### src/hw/rtl/v3n_pkg.sv
`default_nettype none

package v3n_pkg;

    // Field widths of the transfer.
    localparam int COORD_W = 32;
    localparam int LEN_W   = 35;
    localparam int UNIT_W  = 32;
    localparam int LANES   = 3;

    // Internal widths.
    localparam int MAG_W    = 33;          // |tip - origin| stays below 2^32
    localparam int SQ_W     = 66;          // one squared component
    localparam int SUM_W    = 66;          // sum of three squares, below 2^66
    localparam int ROOT_W   = 34;          // floor(sqrt(sum))
    localparam int ROOT_CMP = 70;          // trial term of one root step
    localparam int NUM_W    = 125;         // squared component times 2^60
    localparam int QUO_W    = 31;          // unit magnitude, bits 30 down to 0
    localparam int ACC_W    = 97;          // partial quotient times sum
    localparam int DIV_CMP  = 130;         // trial term of one quotient step
    localparam int NUM_SHIFT = 60;

    // Item tag that follows the data down the pipeline.
    typedef struct packed {
        logic              valid;
        logic              mode;
        logic [LEN_W-1:0]  given;
        logic [LANES-1:0]  neg;
        logic              zero;
    } t_meta;

    // Working set of one component in the quotient chain.
    typedef struct packed {
        logic [NUM_W-1:0] rem;
        logic [ACC_W-1:0] acc;
        logic [QUO_W-1:0] quo;
    } t_lane;

endpackage

`default_nettype wire

### src/hw/rtl/v3n_root_cell.sv
`default_nettype none

module v3n_root_cell import v3n_pkg::*; #(
    parameter int BIT = 0
) (
    input  wire logic              i_clk,
    input  wire logic [SUM_W-1:0]  i_rem,
    input  wire logic [ROOT_W-1:0] i_root,
    output logic [SUM_W-1:0]       o_rem,
    output logic [ROOT_W-1:0]      o_root
);

    logic [ROOT_CMP-1:0] v_trial;
    logic                v_take;

    // One root bit: keep it when (2r + 2^b) * 2^b fits in the remainder.
    always_comb begin
        v_trial = (ROOT_CMP'(i_root) << (BIT + 1)) | (ROOT_CMP'(1) << (2 * BIT));
        v_take  = v_trial <= ROOT_CMP'(i_rem);
    end

    always_ff @(posedge i_clk) begin
        o_rem  <= v_take ? (i_rem - SUM_W'(v_trial)) : i_rem;
        o_root <= v_take ? (i_root | (ROOT_W'(1) << BIT)) : i_root;
    end

endmodule

`default_nettype wire

### config.mk
export PLATFORM = sky130hd
export DESIGN_NAME = v3n_root_cell
export DESIGN_NICKNAME = d
export VERILOG_FILES = /design/src/hw/rtl/v3n_pkg.sv /design/src/hw/rtl/v3n_root_cell.sv
export SDC_FILE = /design/constraint.sdc
export NUM_CORES = 1
export LEC_CHECK = 0
export BUFFER_PORTS_ARGS = -buffer_cell sky130_fd_sc_hd__buf_2
export CAP_MARGIN = 5
export CORE_MARGIN = 1
export CORE_UTILIZATION = 35
export DETAILED_ROUTE_END_ITERATION = 10
export MAX_ROUTING_LAYER = met4
export SLEW_MARGIN = 20
export SYNTH_ARGS = -nofsm -noshare
export SYNTH_HDL_FRONTEND = slang
export SYNTH_SLANG_ARGS = --single-unit
export TNS_END_PERCENT = 50
### constraint.sdc
create_clock -name i_clk -period 3.2 [get_ports i_clk]
set_input_delay 0.64 -clock i_clk [delete_from_list [all_inputs] [get_ports i_clk]]
set_output_delay 0.64 -clock i_clk [all_outputs]
set_load 0.03 [all_outputs]
**After elaboration in Yosys (flattened, before gate mapping)**

Index checks and enable logic that the tools add are counted.

- Add/subtract/negate cells: 1
- $mul: 0
- Divide/modulo/power cells: 0
- Magnitude comparators: 1
- Equal/unequal tests: 0
- Shift-type cells: 0
- Mux-type cells: 1
- Bitwise operators: 0
- Reductions and logical operators: 0

Operators with widths:

| cell | number |
|---|---|
| 35-bit by 66-bit less-or-equal comparator with 1-bit output | 1 |
| 66-bit 2-to-1 mux | 1 |
| 66-bit by 35-bit subtractor with 66-bit output | 1 |

- Flip-flop bits (word level): 100
- Bits in latches: 0
- Memory bits (writable): 0
- Memory bits (read-only): 0
- Output and inout bits: 100
- Word-level logic and storage cells: 6
- Memories: 0

**Depth between registers and ports, before layout**

- Depth after elaboration: 2
- Mapped depth: 14
- Depth with buffers taken out: 11

**Least setup slack after synthesis**

OpenSTA, ideal clock, no wires.

- Path type: input to register
- Start point: input port i_root[2]
- End point: register o_rem[45]
- Setup time: 134 ps
- Data arrival time: 3041 ps
- Required time: 3066 ps
- Path slack: 25 ps
- Cell stages on the path: 11
- Path buffers: 0
- Cells stage by stage: inv_1 -> ha_1 -> a21oi_1 -> o211ai_1 -> a221oi_1 -> o21ai_0 -> a31oi_1 -> a2bb2oi_1 -> nand3b_2 -> nor4_1 -> xor2_1

- Cells in the longest elaborated chain, start to end: 2

Ends and longest elaborated chain:

| item | line | text |
|---|---|---|
| start: declaration | v3n_root_cell.sv:8 | `input wire logic [ROOT_W-1:0] i_root,` |
| 66-bit by 35-bit subtractor with 66-bit output / 35-bit by 66-bit less-or-equal comparator with 1-bit output (equally long branches) | v3n_root_cell.sv:23, v3n_root_cell.sv:19 |  |
| 66-bit 2-to-1 mux (*) | v3n_root_cell.sv:23 | `o_rem <= v_take ? (i_rem - SUM_W'(v_trial)) : i_rem;` |
| end signal: assignment | v3n_root_cell.sv:23 |  |
| end: declaration | v3n_root_cell.sv:9 | `output logic [SUM_W-1:0] o_rem,` |

Mark *: on every way between the ends. The rest lies on a longest branch, timed or not.
A chain may end at the register's enable or synchronous reset.

**Worst setup path after layout**

- Start point: input port i_rem[12]
- End point: register o_rem[62]

- Cells in the longest elaborated chain, start to end: 2

Ends and longest elaborated chain:

| item | line | text |
|---|---|---|
| start: declaration | v3n_root_cell.sv:7 | `input wire logic [SUM_W-1:0] i_rem,` |
| 66-bit by 35-bit subtractor with 66-bit output / 35-bit by 66-bit less-or-equal comparator with 1-bit output (equally long branches) | v3n_root_cell.sv:23, v3n_root_cell.sv:19 |  |
| 66-bit 2-to-1 mux (*) | v3n_root_cell.sv:23 |  |

Marked as above.

==> metrics.cfg <==
[critical_path]
cpLargestDelayFamily=compound AO/OA/AOI/OAI gates
worst_path_most_repeated_cell=buf_4
critPathArrivalTime_ns=3.40
worstPathRequired_ns=3.49
cpPeakStageDelay_ns=0.31
crit_cells=14
crit_path_end_kind=flip-flop
worstSetupPathType=in2reg
cp.buffers_inverters=4
start_kind=input port
critPathSlowestCell=ha_1
crit_chain=buf_2, ha_1, buf_4, a21oi_1, nand2_1, a221oi_2, buf_4, a21boi_1, a211o_1, a21o_1, and3_1, nor4_1, buf_4, xnor2_1
critPathMaxFanout=5

[global_route]
grt_max_degree=23
grt.overflow.total=0
grt_pass1_vias=5923
grt_pass1_wl_um=29200
antenna_found_initial=1
grtUsageTotal=0.232

[sta]
fmax_mhz=321
finalHoldViolations=0
timing.final.ws_setup_ns=0.0859
tightest_slew_ns=0.706
setup_tns_ns=0
holdWs_ns=0.389
finalCritPeriodShare=0.973
final_max_slew_viol_count=0
min_period_ns=3.11
finalSetupViolations=0
relSlewSlack=0.525

[clock_tree]
cts_buffer_depth=2
h-tree-depth=3
cts.clk_slew.worst_paths_ns=0.07
clock-sinks=100
cts_tree=yes
cts_root_buf=clkbuf_16
cts_buffers=9

[layout]
n_fill_cell=1552
ff_latch_area_um2=2000
utilization=0.554
drive_gt1_frac=0.412
final_nets=1181
postLayoutCellArea_um2=8550
area_growth_pct=52.4
multiInputGateArea_um2=3450

[floorplanning]
dieHeight_um=129
ioPinCount=201
core_um2=15400
die_area_um2=16500
initial_core_util=0.364
rows=45
die_w_um=129

[logic_synthesis]
ys.flop_type=dfxtp_1
yosys_warnings=0
muxShareOfSynthArea=0.00178
synthAdderAreaFrac=0.0816
ys_seq_elements=100
yosysSeqAreaShare=0.357
syn_inst=682
synth-compound-area-share=0.178
synthSimpleGateAreaFrac=0.226
netlist_area_um2=5610
async_flop_share=0
synth.avg_cell_area_um2=8.23
postSynthNetCount=819
yosys.area_share.xor_xnor=0.0968
synth_top_family_by_area=simple AND/OR/NAND/NOR gates
synth_cell_types=62
synth_edf_count=0

[run_status]
status=complete, no violations

[routing]
drc=0
routed_via_density=4.82
drt_iter0_drc=252
num_vias=6078
postRouteAntennaNets=0
wl_um=18300
dr.pass1.iters=5
wire_per_inst_um=14.5

[power_and_ir_drop]
p_leak_nw=4.14
powerDensity_nw_per_um2=462
peakVddDrop_uv=313

[place]
port-buffer-count=200
pre_cts_ws_ns=-0.416
dp_hpwl_um=15100
gp_congestion=0.936
postPlaceCellArea_um2=8070

[hold_path]
min_path_type=in2reg
hold_depth=1

[job]
max_cap_violations=0

==> synth_stat cells (2+ instances only) <==
master,number,share of area
a21boi_0,3,0.0040
or3_1,8,0.0089
xnor2_1,39,0.061
buf_2,10,0.0089
o21ai_2,6,0.0094
nand3_1,14,0.012
o2111ai_1,2,0.0031
clkbuf_1,12,0.0080
or2_2,2,0.0022
nor3_1,17,0.015
a31oi_1,4,0.0045
xor2_1,23,0.036
nand2b_1,6,0.0067
nor4_1,21,0.023
nor2_1,64,0.043
and3_1,6,0.0067
a21o_1,13,0.017
nor4_2,3,0.0067
or4_1,3,0.0040
dfxtp_1,100,0.36
a21oi_1,69,0.062
nand4_1,18,0.020
nand2_1,60,0.040
o21bai_1,6,0.0080
nor3b_1,3,0.0040
a2111oi_0,4,0.0062
o21a_1,4,0.0054
and2_1,4,0.0045
inv_1,50,0.033
o31ai_1,2,0.0027
nor2b_1,4,0.0045
o21ai_0,26,0.023
o211ai_1,5,0.0067
and4_1,3,0.0047
a221oi_1,3,0.0047
a211oi_1,5,0.0067
ha_1,35,0.078
==> power breakdown <==
part | total, mW | leakage [nW] | internal (mW) | switching (mW)
logic | 1.41 | 3.15 | 0.578 | 0.833
registers | 1.43 | 0.843 | 1.39 | 0.0345
clock network | 1.12 | 0.143 | 0.616 | 0.503
==> what timing repair did <==
item / CTS / global route
pin swaps: 0 / 5
hold buffers: 0 / 0
gates resized for setup: 2 / 28
setup buffers: 0 / 1
endpoints found under the setup margin: 5 / 52
==> cell type report <==
cell class | count | area share
repair buffers | 376 | 0.273
well taps | 211 | 0.0309
clock inverters | 7 | 0.00936
multi-input cells | 507 | 0.404
flip-flops and latches | 100 | 0.234
inverters | 50 | 0.0219
diodes | 1 | 0.000293
clock buffers | 9 | 0.0263
==> cells in the final DEF (no fill, tap or decap), drive strengths merged, types with 5 or more instances in the layout <==
master	instances
a2111oi	5
a211oi	5
a21o	13
a21oi	69
and3	6
buf	376
clkbuf	9
dfxtp	100
ha	35
inv	53
nand2	60
nand2b	7
nand3	14
nand4	18
nor2	64
nor3	17
nor4	25
o211ai	5
o21ai	33
o21bai	6
or3	8
xnor2	39
xor2	23
==> per-stage QoR <==
stage	instances	power (mW)
2_1_floorplan	682	2.23
3_3_place_gp	1243	2.83
3_5_place_dp	1243	2.83
4_1_cts	1259	3.98
5_1_grt	1261	4.17
6_report	1261	3.95
==> routing by layer <==
metal,routed length [um],GRT usage,up-vias
met3,942,0.0449,12
met1,8550,0.296,2766
li1,-,-,3133
met4,185,0.0478,0
met2,8580,0.379,167
met5,0,-,-
==> sequential cells by signal, indices dropped and copies added (netlist names) <==
register	count
o_rem	66
o_root	34
==> logic make-up after synthesis <==
kind of cell | count (synthesis)
xor gates and xnor gates | 62
and+or+nand+nor | 246
buffers and inverters | 75
AOI/OAI and AO/OA | 162
muxes | 1
DFF | 100
adders and majority gates | 36
==> path summary, 6_finish.rpt <==
kind	start	endpoint	slack, ns
min	i_root[14]	o_root[14]$_DFF_P_	0.39
max	i_rem[12]	o_rem[62]$_DFF_P_	0.09
Power figures use the tool's default switching activity.
